===== config.mk =====
export PLATFORM = sky130hd
export DESIGN_NAME = circle_mean_color_to_temperature_top
export DESIGN_NICKNAME = d
export VERILOG_FILES = /design/src/rtl/cmct_pkg.sv /design/src/rtl/cmct_ctrl.sv /design/src/rtl/cmct_dp.sv /design/src/rtl/circle_mean_color_to_temperature_top.sv
export SDC_FILE = /design/constraint.sdc
export NUM_CORES = 2
export LEC_CHECK = 0
export BUFFER_PORTS_ARGS = -buffer_cell sky130_fd_sc_hd__buf_2
export CAP_MARGIN = 40
export CORE_ASPECT_RATIO = 1.75
export CORE_MARGIN = 4
export CORE_UTILIZATION = 50
export DETAILED_ROUTE_END_ITERATION = 10
export PLACE_DENSITY = 0.66
export SETUP_SLACK_MARGIN = 0.4
export SYNTH_ARGS = -nofsm -noshare
export SYNTH_HDL_FRONTEND = slang
export SYNTH_SLANG_ARGS = --single-unit

===== constraint.sdc =====
create_clock -name clk_i -period 10.24 [get_ports clk_i]
set_input_delay 1.024 -clock clk_i [delete_from_list [all_inputs] [get_ports clk_i]]
set_output_delay 1.024 -clock clk_i [all_outputs]
set_load 0.1 [all_outputs]

===== src/rtl/cmct_pkg.sv =====
// shared types and constants of the circle mean color to temperature block
package cmct_pkg;

  localparam int CFG_IDX_W = 3;
  localparam int CFG_DATA_W = 24;

  localparam logic [CFG_IDX_W-1:0] CFG_WIN_WIDTH  = 3'd0;
  localparam logic [CFG_IDX_W-1:0] CFG_WIN_HEIGHT = 3'd1;
  localparam logic [CFG_IDX_W-1:0] CFG_MIN_COLOR  = 3'd2;
  localparam logic [CFG_IDX_W-1:0] CFG_MAX_COLOR  = 3'd3;
  localparam logic [CFG_IDX_W-1:0] CFG_MIN_TEMP   = 3'd4;
  localparam logic [CFG_IDX_W-1:0] CFG_MAX_TEMP   = 3'd5;

  localparam int SUM_W = 28;
  localparam int CNT_IN_W = 21;
  localparam int REM_W = 29;
  localparam int MEAN_STEPS = 8;
  localparam int MAC_STEPS = 6;
  localparam int QUO_W = 43;
  localparam int STEP_W = 6;

  typedef struct packed {
    logic              accept;
    logic              mean_init;
    logic              mean_step;
    logic              mac_step;
    logic              scale;
    logic              div_init;
    logic              div_step;
    logic              finish;
    logic [STEP_W-1:0] step;
  } cmct_cmd_t;

  typedef struct packed {
    logic win_end;
  } cmct_status_t;

endpackage


===== src/rtl/cmct_ctrl.sv =====
// sequencer of pixel intake and end-of-window arithmetic
module cmct_ctrl (
  input  logic                    clk_i,
  input  logic                    rst_ni,
  input  logic                    start_i,
  input  cmct_pkg::cmct_status_t  status_i,
  output cmct_pkg::cmct_cmd_t     cmd_o,
  output logic                    busy_o
);

  localparam logic [3:0] ST_IDLE      = 4'd0;
  localparam logic [3:0] ST_DRAIN     = 4'd1;
  localparam logic [3:0] ST_MEAN_INIT = 4'd2;
  localparam logic [3:0] ST_MEAN_DIV  = 4'd3;
  localparam logic [3:0] ST_MAC       = 4'd4;
  localparam logic [3:0] ST_SCALE     = 4'd5;
  localparam logic [3:0] ST_DIV_INIT  = 4'd6;
  localparam logic [3:0] ST_DIV       = 4'd7;
  localparam logic [3:0] ST_FINISH    = 4'd8;

  logic [3:0] state_q, state_d;
  logic [cmct_pkg::STEP_W-1:0] step_q, step_d;

  assign busy_o = (state_q != ST_IDLE);

  always_comb begin
    state_d = state_q;
    step_d = step_q;
    cmd_o = '0;
    cmd_o.step = step_q;
    unique case (state_q)
      ST_IDLE: begin
        if (start_i) begin
          cmd_o.accept = 1'b1;
          if (status_i.win_end) state_d = ST_DRAIN;
        end
      end
      ST_DRAIN: state_d = ST_MEAN_INIT;
      ST_MEAN_INIT: begin
        cmd_o.mean_init = 1'b1;
        step_d = '0;
        state_d = ST_MEAN_DIV;
      end
      ST_MEAN_DIV: begin
        cmd_o.mean_step = 1'b1;
        step_d = step_q + 1'b1;
        if (step_q == cmct_pkg::STEP_W'(cmct_pkg::MEAN_STEPS - 1)) begin
          step_d = '0;
          state_d = ST_MAC;
        end
      end
      ST_MAC: begin
        cmd_o.mac_step = 1'b1;
        step_d = step_q + 1'b1;
        if (step_q == cmct_pkg::STEP_W'(cmct_pkg::MAC_STEPS - 1)) begin
          step_d = '0;
          state_d = ST_SCALE;
        end
      end
      ST_SCALE: begin
        cmd_o.scale = 1'b1;
        state_d = ST_DIV_INIT;
      end
      ST_DIV_INIT: begin
        cmd_o.div_init = 1'b1;
        step_d = '0;
        state_d = ST_DIV;
      end
      ST_DIV: begin
        cmd_o.div_step = 1'b1;
        step_d = step_q + 1'b1;
        if (step_q == cmct_pkg::STEP_W'(cmct_pkg::QUO_W - 1)) begin
          step_d = '0;
          state_d = ST_FINISH;
        end
      end
      ST_FINISH: begin
        cmd_o.finish = 1'b1;
        state_d = ST_IDLE;
      end
      default: state_d = ST_IDLE;
    endcase
  end

  always_ff @(posedge clk_i or negedge rst_ni) begin
    if (!rst_ni) begin
      state_q <= ST_IDLE;
      step_q <= '0;
    end else begin
      state_q <= state_d;
      step_q <= step_d;
    end
  end

endmodule


===== src/rtl/cmct_dp.sv =====
// datapath: configuration, circle test, sums, mean and temperature arithmetic
module cmct_dp #(
  parameter int MAX_SIDE = 1024
) (
  input  logic                                clk_i,
  input  logic                                rst_ni,
  input  logic                                cfg_we_i,
  input  logic [cmct_pkg::CFG_IDX_W-1:0]      cfg_idx_i,
  input  logic [cmct_pkg::CFG_DATA_W-1:0]     cfg_data_i,
  input  logic [7:0]                          pix_l_i,
  input  logic [7:0]                          pix_a_i,
  input  logic [7:0]                          pix_b_i,
  input  cmct_pkg::cmct_cmd_t                 cmd_i,
  output cmct_pkg::cmct_status_t              status_o,
  output logic                                done_o,
  output logic signed [23:0]                  temperature_q8_o,
  output logic [7:0]                          mean_l_o,
  output logic [7:0]                          mean_a_o,
  output logic [7:0]                          mean_b_o,
  output logic                                ref_degenerate_o,
  output logic                                saturated_o
);

  localparam int CNT_W = $clog2(MAX_SIDE);
  localparam int SIDE_W = CNT_W + 1;
  localparam int CW = (SIDE_W > 11) ? SIDE_W : 11;
  localparam int DX_W = SIDE_W + 1;
  localparam int SQ_W = 2 * DX_W;

  // configuration
  logic [10:0] win_width_q, win_height_q;
  logic [23:0] min_color_q, max_color_q;
  logic signed [12:0] min_temp_q, max_temp_q;

  always_ff @(posedge clk_i or negedge rst_ni) begin
    if (!rst_ni) begin
      win_width_q <= 11'd64;
      win_height_q <= 11'd64;
      min_color_q <= '0;
      max_color_q <= '0;
      min_temp_q <= '0;
      max_temp_q <= 13'sd100;
    end else if (cfg_we_i) begin
      case (cfg_idx_i)
        cmct_pkg::CFG_WIN_WIDTH:  win_width_q <= cfg_data_i[10:0];
        cmct_pkg::CFG_WIN_HEIGHT: win_height_q <= cfg_data_i[10:0];
        cmct_pkg::CFG_MIN_COLOR:  min_color_q <= cfg_data_i;
        cmct_pkg::CFG_MAX_COLOR:  max_color_q <= cfg_data_i;
        cmct_pkg::CFG_MIN_TEMP:   min_temp_q <= $signed(cfg_data_i[12:0]);
        cmct_pkg::CFG_MAX_TEMP:   max_temp_q <= $signed(cfg_data_i[12:0]);
        default: ;
      endcase
    end
  end

  // window geometry
  logic [CW-1:0] w_ext, h_ext;
  logic [SIDE_W-1:0] w_side, h_side, cx, cy, r;

  assign w_ext = CW'(win_width_q);
  assign h_ext = CW'(win_height_q);

  always_comb begin
    if (w_ext == '0) w_side = SIDE_W'(1);
    else if (w_ext > CW'(MAX_SIDE)) w_side = SIDE_W'(MAX_SIDE);
    else w_side = SIDE_W'(w_ext);
    if (h_ext == '0) h_side = SIDE_W'(1);
    else if (h_ext > CW'(MAX_SIDE)) h_side = SIDE_W'(MAX_SIDE);
    else h_side = SIDE_W'(h_ext);
  end

  assign cx = w_side >> 1;
  assign cy = h_side >> 1;
  assign r = (cx < cy) ? cx : cy;

  logic [CNT_W-1:0] col_q, row_q;
  logic last_col, last_row;

  assign last_col = {1'b0, col_q} >= (w_side - 1'b1);
  assign last_row = {1'b0, row_q} >= (h_side - 1'b1);
  assign status_o.win_end = last_col && last_row;

  always_ff @(posedge clk_i or negedge rst_ni) begin
    if (!rst_ni) begin
      col_q <= '0;
      row_q <= '0;
    end else if (cmd_i.accept) begin
      if (!last_col) begin
        col_q <= col_q + 1'b1;
      end else begin
        col_q <= '0;
        row_q <= last_row ? '0 : row_q + 1'b1;
      end
    end
  end

  // circle test stage
  logic s1_vld_q;
  logic signed [DX_W-1:0] dx_q, dy_q;
  logic [SIDE_W-1:0] r_q;
  logic [7:0] p_l_q, p_a_q, p_b_q;

  always_ff @(posedge clk_i or negedge rst_ni) begin
    if (!rst_ni) s1_vld_q <= 1'b0;
    else s1_vld_q <= cmd_i.accept;
  end

  always_ff @(posedge clk_i) begin
    if (cmd_i.accept) begin
      dx_q <= $signed({1'b0, cx}) - $signed({2'b00, col_q});
      dy_q <= $signed({1'b0, cy}) - $signed({2'b00, row_q});
      r_q <= r;
      p_l_q <= pix_l_i;
      p_a_q <= pix_a_i;
      p_b_q <= pix_b_i;
    end
  end

  logic signed [SQ_W-1:0] dx_w, dy_w;
  logic [SQ_W-1:0] dist2, r2;
  logic in_circle;

  assign dx_w = SQ_W'(dx_q);
  assign dy_w = SQ_W'(dy_q);
  assign dist2 = unsigned'(dx_w * dx_w) + unsigned'(dy_w * dy_w);
  assign r2 = SQ_W'(r_q) * SQ_W'(r_q);
  assign in_circle = dist2 <= r2;

  // sums
  logic [cmct_pkg::SUM_W-1:0] sum_l_q, sum_a_q, sum_b_q;
  logic [cmct_pkg::CNT_IN_W-1:0] in_cnt_q;

  always_ff @(posedge clk_i or negedge rst_ni) begin
    if (!rst_ni) begin
      sum_l_q <= '0;
      sum_a_q <= '0;
      sum_b_q <= '0;
      in_cnt_q <= '0;
    end else if (cmd_i.mean_init) begin
      sum_l_q <= '0;
      sum_a_q <= '0;
      sum_b_q <= '0;
      in_cnt_q <= '0;
    end else if (s1_vld_q && in_circle) begin
      sum_l_q <= sum_l_q + cmct_pkg::SUM_W'(p_l_q);
      sum_a_q <= sum_a_q + cmct_pkg::SUM_W'(p_a_q);
      sum_b_q <= sum_b_q + cmct_pkg::SUM_W'(p_b_q);
      in_cnt_q <= in_cnt_q + 1'b1;
    end
  end

  // rounded means, one quotient bit per step for all channels
  logic [2:0][cmct_pkg::REM_W-1:0] rem_q;
  logic [2:0][7:0] mq_q;
  logic [cmct_pkg::CNT_IN_W-1:0] dvs_cnt_q;
  logic cnt_zero_q;
  logic [2:0] bit_idx;
  logic [cmct_pkg::REM_W-1:0] trial_dvs;
  logic [2:0][7:0] mean;

  assign bit_idx = 3'(cmct_pkg::MEAN_STEPS - 1) - cmd_i.step[2:0];
  assign trial_dvs = cmct_pkg::REM_W'(dvs_cnt_q) << bit_idx;

  always_comb begin
    for (int k = 0; k < 3; k++) mean[k] = cnt_zero_q ? 8'd0 : mq_q[k];
  end

  always_ff @(posedge clk_i) begin
    if (cmd_i.mean_init) begin
      rem_q[0] <= cmct_pkg::REM_W'(sum_l_q) + cmct_pkg::REM_W'(in_cnt_q >> 1);
      rem_q[1] <= cmct_pkg::REM_W'(sum_a_q) + cmct_pkg::REM_W'(in_cnt_q >> 1);
      rem_q[2] <= cmct_pkg::REM_W'(sum_b_q) + cmct_pkg::REM_W'(in_cnt_q >> 1);
      dvs_cnt_q <= in_cnt_q;
      cnt_zero_q <= (in_cnt_q == '0);
      mq_q <= '0;
    end else if (cmd_i.mean_step) begin
      for (int k = 0; k < 3; k++) begin
        if (rem_q[k] >= trial_dvs) begin
          rem_q[k] <= rem_q[k] - trial_dvs;
          mq_q[k] <= {mq_q[k][6:0], 1'b1};
        end else begin
          mq_q[k] <= {mq_q[k][6:0], 1'b0};
        end
      end
    end
  end

  // projection and axis length on one shared multiplier
  logic signed [8:0] dvec [3];
  logic signed [8:0] mvec [3];
  logic signed [8:0] mul_a, mul_b;
  logic signed [17:0] mul_p;
  logic signed [19:0] proj_q, len_q;
  logic [1:0] chan_sel;

  always_comb begin
    for (int k = 0; k < 3; k++) begin
      dvec[k] = $signed({1'b0, mean[k]}) - $signed({1'b0, min_color_q[8*(2-k) +: 8]});
      mvec[k] = $signed({1'b0, max_color_q[8*(2-k) +: 8]})
              - $signed({1'b0, min_color_q[8*(2-k) +: 8]});
    end
    chan_sel = (cmd_i.step < cmct_pkg::STEP_W'(3)) ? cmd_i.step[1:0]
             : 2'(cmd_i.step - cmct_pkg::STEP_W'(3));
    if (chan_sel == 2'd3) chan_sel = 2'd0;
    mul_a = (cmd_i.step < cmct_pkg::STEP_W'(3)) ? dvec[chan_sel] : mvec[chan_sel];
    mul_b = mvec[chan_sel];
  end

  assign mul_p = mul_a * mul_b;

  always_ff @(posedge clk_i) begin
    if (cmd_i.mean_init) begin
      proj_q <= '0;
      len_q <= '0;
    end else if (cmd_i.mac_step) begin
      if (cmd_i.step < cmct_pkg::STEP_W'(3)) proj_q <= proj_q + 20'(mul_p);
      else len_q <= len_q + 20'(mul_p);
    end
  end

  // scale by temperature span and divide by axis length
  logic signed [13:0] dt;
  logic signed [33:0] prod_q;
  logic neg_q;
  logic [cmct_pkg::QUO_W-1:0] numer_q, quo_q;
  logic [19:0] dvs_q;
  logic [18:0] drem_q;
  logic [33:0] mag;
  logic [19:0] rem_sh;
  logic ge;

  assign dt = 14'(max_temp_q) - 14'(min_temp_q);
  assign mag = prod_q[33] ? 34'(-prod_q) : 34'(prod_q);
  assign rem_sh = {drem_q, numer_q[cmct_pkg::QUO_W-1]};
  assign ge = rem_sh >= dvs_q;

  always_ff @(posedge clk_i) begin
    if (cmd_i.scale) begin
      prod_q <= proj_q * dt;
    end
    if (cmd_i.div_init) begin
      neg_q <= prod_q[33];
      numer_q <= (cmct_pkg::QUO_W'(mag) << 9) + cmct_pkg::QUO_W'(len_q);
      dvs_q <= 20'(len_q) << 1;
      drem_q <= '0;
      quo_q <= '0;
    end else if (cmd_i.div_step) begin
      numer_q <= numer_q << 1;
      drem_q <= ge ? 19'(rem_sh - dvs_q) : rem_sh[18:0];
      quo_q <= {quo_q[cmct_pkg::QUO_W-2:0], ge};
    end
  end

  // final sum and clip
  logic signed [26:0] base, qs, tsum;
  logic big, degen;
  logic signed [23:0] temp_fin;
  logic sat_fin;

  assign degen = (len_q == '0);
  assign big = |quo_q[cmct_pkg::QUO_W-1:25];
  assign base = 27'(min_temp_q) <<< 8;
  assign qs = $signed({2'b00, quo_q[24:0]});
  assign tsum = neg_q ? base - qs : base + qs;

  always_comb begin
    sat_fin = 1'b0;
    temp_fin = 24'(tsum);
    if (degen) begin
      temp_fin = 24'(base);
    end else if (big) begin
      sat_fin = 1'b1;
      temp_fin = neg_q ? 24'sh800000 : 24'sh7FFFFF;
    end else if (tsum > 27'sd8388607) begin
      sat_fin = 1'b1;
      temp_fin = 24'sh7FFFFF;
    end else if (tsum < -27'sd8388608) begin
      sat_fin = 1'b1;
      temp_fin = 24'sh800000;
    end
  end

  logic done_q;

  always_ff @(posedge clk_i or negedge rst_ni) begin
    if (!rst_ni) done_q <= 1'b0;
    else done_q <= cmd_i.finish;
  end

  always_ff @(posedge clk_i) begin
    if (cmd_i.finish) begin
      temperature_q8_o <= temp_fin;
      mean_l_o <= mean[0];
      mean_a_o <= mean[1];
      mean_b_o <= mean[2];
      ref_degenerate_o <= degen;
      saturated_o <= sat_fin;
    end
  end

  assign done_o = done_q;

endmodule


===== src/rtl/circle_mean_color_to_temperature_top.sv =====
// top level: inscribed circle mean color mapped to a temperature
// a pixel item is taken each cycle while busy is low; a window's last item
// raises busy (drain, mean setup, 8-step mean divider, 6-step mac,
// scale, divider setup, 43-step quotient divider, finish), then done_o strobes once
// results cannot be stalled; reset restores the register defaults and
// clears counters and sums.
module circle_mean_color_to_temperature_top #(
  parameter int MAX_SIDE = 1024
) (
  input  logic                             clk_i,
  input  logic                             rst_ni,
  input  logic                             cfg_we_i,
  input  logic [cmct_pkg::CFG_IDX_W-1:0]   cfg_idx_i,
  input  logic [cmct_pkg::CFG_DATA_W-1:0]  cfg_data_i,
  input  logic                             start,
  output logic                             busy,
  input  logic [7:0]                       pix_l_i,
  input  logic [7:0]                       pix_a_i,
  input  logic [7:0]                       pix_b_i,
  output logic                             done_o,
  output logic signed [23:0]               temperature_q8_o,
  output logic [7:0]                       mean_l_o,
  output logic [7:0]                       mean_a_o,
  output logic [7:0]                       mean_b_o,
  output logic                             ref_degenerate_o,
  output logic                             saturated_o
);

  cmct_pkg::cmct_cmd_t cmd;
  cmct_pkg::cmct_status_t status;

  cmct_ctrl u_ctrl (
    .clk_i    (clk_i),
    .rst_ni   (rst_ni),
    .start_i  (start),
    .status_i (status),
    .cmd_o    (cmd),
    .busy_o   (busy)
  );

  cmct_dp #(
    .MAX_SIDE (MAX_SIDE)
  ) u_dp (
    .clk_i            (clk_i),
    .rst_ni           (rst_ni),
    .cfg_we_i         (cfg_we_i),
    .cfg_idx_i        (cfg_idx_i),
    .cfg_data_i       (cfg_data_i),
    .pix_l_i          (pix_l_i),
    .pix_a_i          (pix_a_i),
    .pix_b_i          (pix_b_i),
    .cmd_i            (cmd),
    .status_o         (status),
    .done_o           (done_o),
    .temperature_q8_o (temperature_q8_o),
    .mean_l_o         (mean_l_o),
    .mean_a_o         (mean_a_o),
    .mean_b_o         (mean_b_o),
    .ref_degenerate_o (ref_degenerate_o),
    .saturated_o      (saturated_o)
  );

endmodule


==> results.sh <==
export IMPL_area_growth_pct=8.26
export IMPL_core_area_sq_um=140000
export IMPL_synth_seq_cells=671
export IMPL_synth_mux_area_fraction_pct=2.74
export IMPL_multi_input_area_sq_um=48300
export IMPL_hold_violations=0
export IMPL_hold_class="input port to asynchronous set/reset pin"
export IMPL_required_ps=10820
export IMPL_dp_slack_ps=252
export IMPL_cp_start_kind="register"
export IMPL_grt_usage_pct=24.9
export IMPL_placed_area_sq_um=73500
export IMPL_cts_buffers=73
export IMPL_clock_latency_ps=700
export IMPL_synthCells=7688
export IMPL_synth_fa_ha_area_share_pct=30.3
export IMPL_path_max_fanout=16
export IMPL_timing_rr_end="u_dp.sum_b_q[19]"
export IMPL_synth_warnings=0
export IMPL_fin_crit_sh_pct=92.5
export IMPL_grt_start_max_net_pins=99
export IMPL_rsz0062_at_grt="no"
export IMPL_rr_worst_depth=37
export IMPL_io_pins=107
export IMPL_first_global_vias=57100
export IMPL_synth_top_family_by_area="adder cells"
export IMPL_yosysSeqAreaShare_pct=25.1
export IMPL_h_tree_depth=3
export IMPL_vias=54200
export IMPL_synth_area_sq_um=70500
export IMPL_dieArea_sq_um=147000
export IMPL_max_slew_margin_pct=36.9
export IMPL_fin_cells=9685
export IMPL_synth_simple_gate_area_share_pct=14.8
export IMPL_drt_iter0_drc=2682
export IMPL_start_util_pct=50.3
export IMPL_max_freq_ghz=0.106
export IMPL_fillers=12900
export IMPL_die_h_um=505
export IMPL_endpoint_kind="register"
export IMPL_cts_root_buffer="clkbuf_16"
export IMPL_synth_compound_area_share_pct=13.6
export IMPL_antenna_found_initial=5
export IMPL_syn_area_per_cell_sq_um=9.17
export IMPL_status="finished, final reports clean"
export IMPL_synth_async_reset_ratio_pct=34.7
export IMPL_dp_cells=9518
export IMPL_synth_xor_area_share_pct=6.66
export IMPL_synth_edff_count=312
export IMPL_cts_hold_buf=0
export IMPL_routed_via_density=5.59
export IMPL_arrival_ps=10050
export IMPL_layout_min_cycle_time_ps=9480
export IMPL_synth_distinct_cells=89
export IMPL_wirelength_mm=185
export IMPL_cp_slowest_cell="fa_1"
export IMPL_cts_sink_count=671
export IMPL_setup_viol=0
export IMPL_num_rows=182
export IMPL_max_slew_worst_pin_slew_ps=944
export IMPL_final_area_sq_um=76300
export IMPL_setup_tns_ps=0
export IMPL_criticalPathCategory="register to register"
export IMPL_cpPeakStageDelay_ps=590
export IMPL_die_width_um=292
export IMPL_r2r_setup_slack_ps=760
export IMPL_maxSlewViolCount=0
export IMPL_timing_critical_path_mode_cell="fa_1"
export IMPL_portBuffers=106
export IMPL_hpwl_mm=147
export IMPL_clk_path_buf_depth=3
export IMPL_drv_cap=0
export IMPL_regArea_sq_um=17700
export IMPL_detail_route_first_pass_iterations=6
export IMPL_gp_congestion=0.927
export IMPL_synth_flop_cell="edfxtp_1"
export IMPL_antenna_left=0
export IMPL_cts_tree="done"
export IMPL_r2r_start="u_dp.dx_q[5]"
export IMPL_avgRoutedWirePerCell_um=19.1
export IMPL_drc=0
export IMPL_gr_total_overflow=0
export IMPL_fin_skew_ps=35.6
export IMPL_fin_nets=9175
export IMPL_final_layout_size_suffix_gt1_share_pct=7.15
export IMPL_clk_pin_slew_ps=70
export IMPL_fin_ws_ps=764
export IMPL_grt_pass1_wl_mm=295
export IMPL_syn_num_nets=9079
==> worst max-delay path by stage <==
stage / start / to / slack [ps] / cells after the start
floorplan: u_dp.cnt_zero_q / u_dp.proj_q[19] / 1450 / 41
global placement: u_dp.dx_q[0] / u_dp.sum_b_q[19] / 480 / 41
detailed placement: u_dp.dx_q[0] / u_dp.sum_b_q[19] / 250 / 41
CTS: u_dp.dy_q[4] / u_dp.sum_b_q[19] / 400 / 41
global route: u_dp.cnt_zero_q / u_dp.proj_q[19] / 340 / 42
finish: u_dp.dx_q[5] / u_dp.sum_b_q[19] / 760 / 37
==> layout by cell type (no fill, tap or decap), types with 17 or more instances in the layout <==
master,netlist,layout
inv_1,1013,1009
and2_1,198,198
mux2_2,74,74
nor2b_1,149,147
nor3_1,114,110
a21o_1,211,211
nand2_1,806,804
o21ai_0,349,340
edfxtp_1,312,312
fa_1,615,613
dfxtp_1,126,126
a21oi_1,467,453
o22ai_1,26,26
a22o_1,22,22
buf_4,0,140
and3_1,42,41
buf_2,14,106
or3_1,41,41
nor2_1,438,436
o21a_1,58,56
o31ai_1,44,44
clkbuf_16,0,76
a31oi_1,38,37
xnor2_1,383,381
nand3_1,106,104
o21bai_1,69,69
a21boi_0,26,25
dfrtp_1,228,227
or4_1,23,22
a211oi_1,38,37
xor2_1,153,153
nand4_1,32,32
o41ai_1,21,17
ha_1,721,720
o211ai_1,19,19
nor4_1,44,44
nand2b_1,131,130
mux2i_1,92,92
==> Yosys cell counts, drive strengths merged (12+ instances only) <==
cell / number / area [sq um]
fa: 615 / 12300
o31ai: 44 / 330
nor3: 114 / 571
a21boi: 28 / 214
mux2i: 92 / 921
or3: 42 / 268
nor2b: 149 / 932
nor3b: 14 / 105
inv: 1013 / 3800
mux2: 74 / 833
edfxtp: 312 / 9370
a21oi: 467 / 2340
o211ai: 19 / 143
o21ai: 358 / 1790
ha: 721 / 9020
nand2b: 131 / 820
nor4: 44 / 275
and2: 200 / 1250
a21o: 211 / 1580
nand3: 106 / 531
a22oi: 15 / 113
o31a: 12 / 105
nand2: 806 / 3030
a22o: 22 / 193
nand4: 32 / 200
o22ai: 26 / 163
a211oi: 38 / 285
o41ai: 21 / 184
dfxtp: 126 / 2520
a31oi: 39 / 259
dfrtp: 228 / 5710
xnor2: 383 / 3350
clkbuf: 200 / 751
and3: 42 / 263
or4: 24 / 184
o21bai: 69 / 518
buf: 35 / 164
xor2: 153 / 1340
o21a: 58 / 435
or2: 17 / 106
nor2: 438 / 1640
==> per-layer routing <==
| layer | wire (um) | part of all wire, % | global-route usage (%) |
|---|---|---|---|
| met1 | 68900 | 37 | 27.1 |
| met2 | 98200 | 53 | 47.1 |
| met3 | 6790 | 3.7 | 2.71 |
| met4 | 10900 | 5.9 | 12.9 |
| met5 | 12 | 0.0065 | 0 |
==> flip-flops by register name (all words and copies together), names as in the netlist, 11 cells and up <==
signal,flops
u_dp.drem_q,19
u_dp.dvs_cnt_q,21
u_dp.dvs_q,19
u_dp.dx_q,11
u_dp.dy_q,11
u_dp.h_ext,11
u_dp.in_cnt_q,21
u_dp.len_q,20
u_dp.max_color_q,24
u_dp.max_temp_q,13
u_dp.min_color_q,24
u_dp.min_temp_q,13
u_dp.mq_q,24
u_dp.numer_q,43
u_dp.prod_q,34
u_dp.proj_q,20
u_dp.quo_q,43
u_dp.rem_q,87
u_dp.sum_a_q,28
u_dp.sum_b_q,28
u_dp.sum_l_q,28
u_dp.temperature_q8_o,24
u_dp.w_ext,11
==> metrics by stage <==
stage | hold WS [ps] | utilization (%)
after detailed placement | 443 | 52.4
after CTS | 225 | 54.1
after global routing | 245 | 54.4
after floorplan | 424 | -
after global placement | 439 | 52.3
final | 218 | 54.4
==> logic make-up (layout without fill, tap and decap cells) <==
kind of cell	Yosys count	in the layout
other	2	4
AND/OR/NAND/NOR	2190	2190
multiplexers	174	174
flip-flops	671	671
AO/OA/AOI/OAI	1530	1530
adder cells (fa/ha/maj)	1337	1337
XOR/XNOR	536	536
buffers and inverters	1248	1403
==> area by class of cell <==
cell class / count / area share (%)
clock inverter: 37 / 0.431
inverter: 1013 / 4.99
timing repair buffer: 256 / 2.31
sequential: 671 / 23.2
tap: 1840 / 3.02
multi-input combinational: 5769 / 63.3
clock buffer: 97 / 2.71
antenna: 2 / 0.00656
==> critical path, delay by kind of cell, from the launching register on <==
kind	cells	cell delay, ps
buf+inv	6	710
flops	1	550
xor+xnor	2	330
compound gates	12	2170
fa+ha+maj	8	3520
mux	1	350
simple gates	8	1700
==> repair_timing <==
item | CTS | global route
resized for setup | 1 | 51
setup buffers | 0 | 31
pin swaps | 0 | 3
setup endpoints to repair | 10 | 80
Power is left out: the tool's default activity adds up to more than one toggle a clock period on the data nets, which glitch-free logic cannot reach.
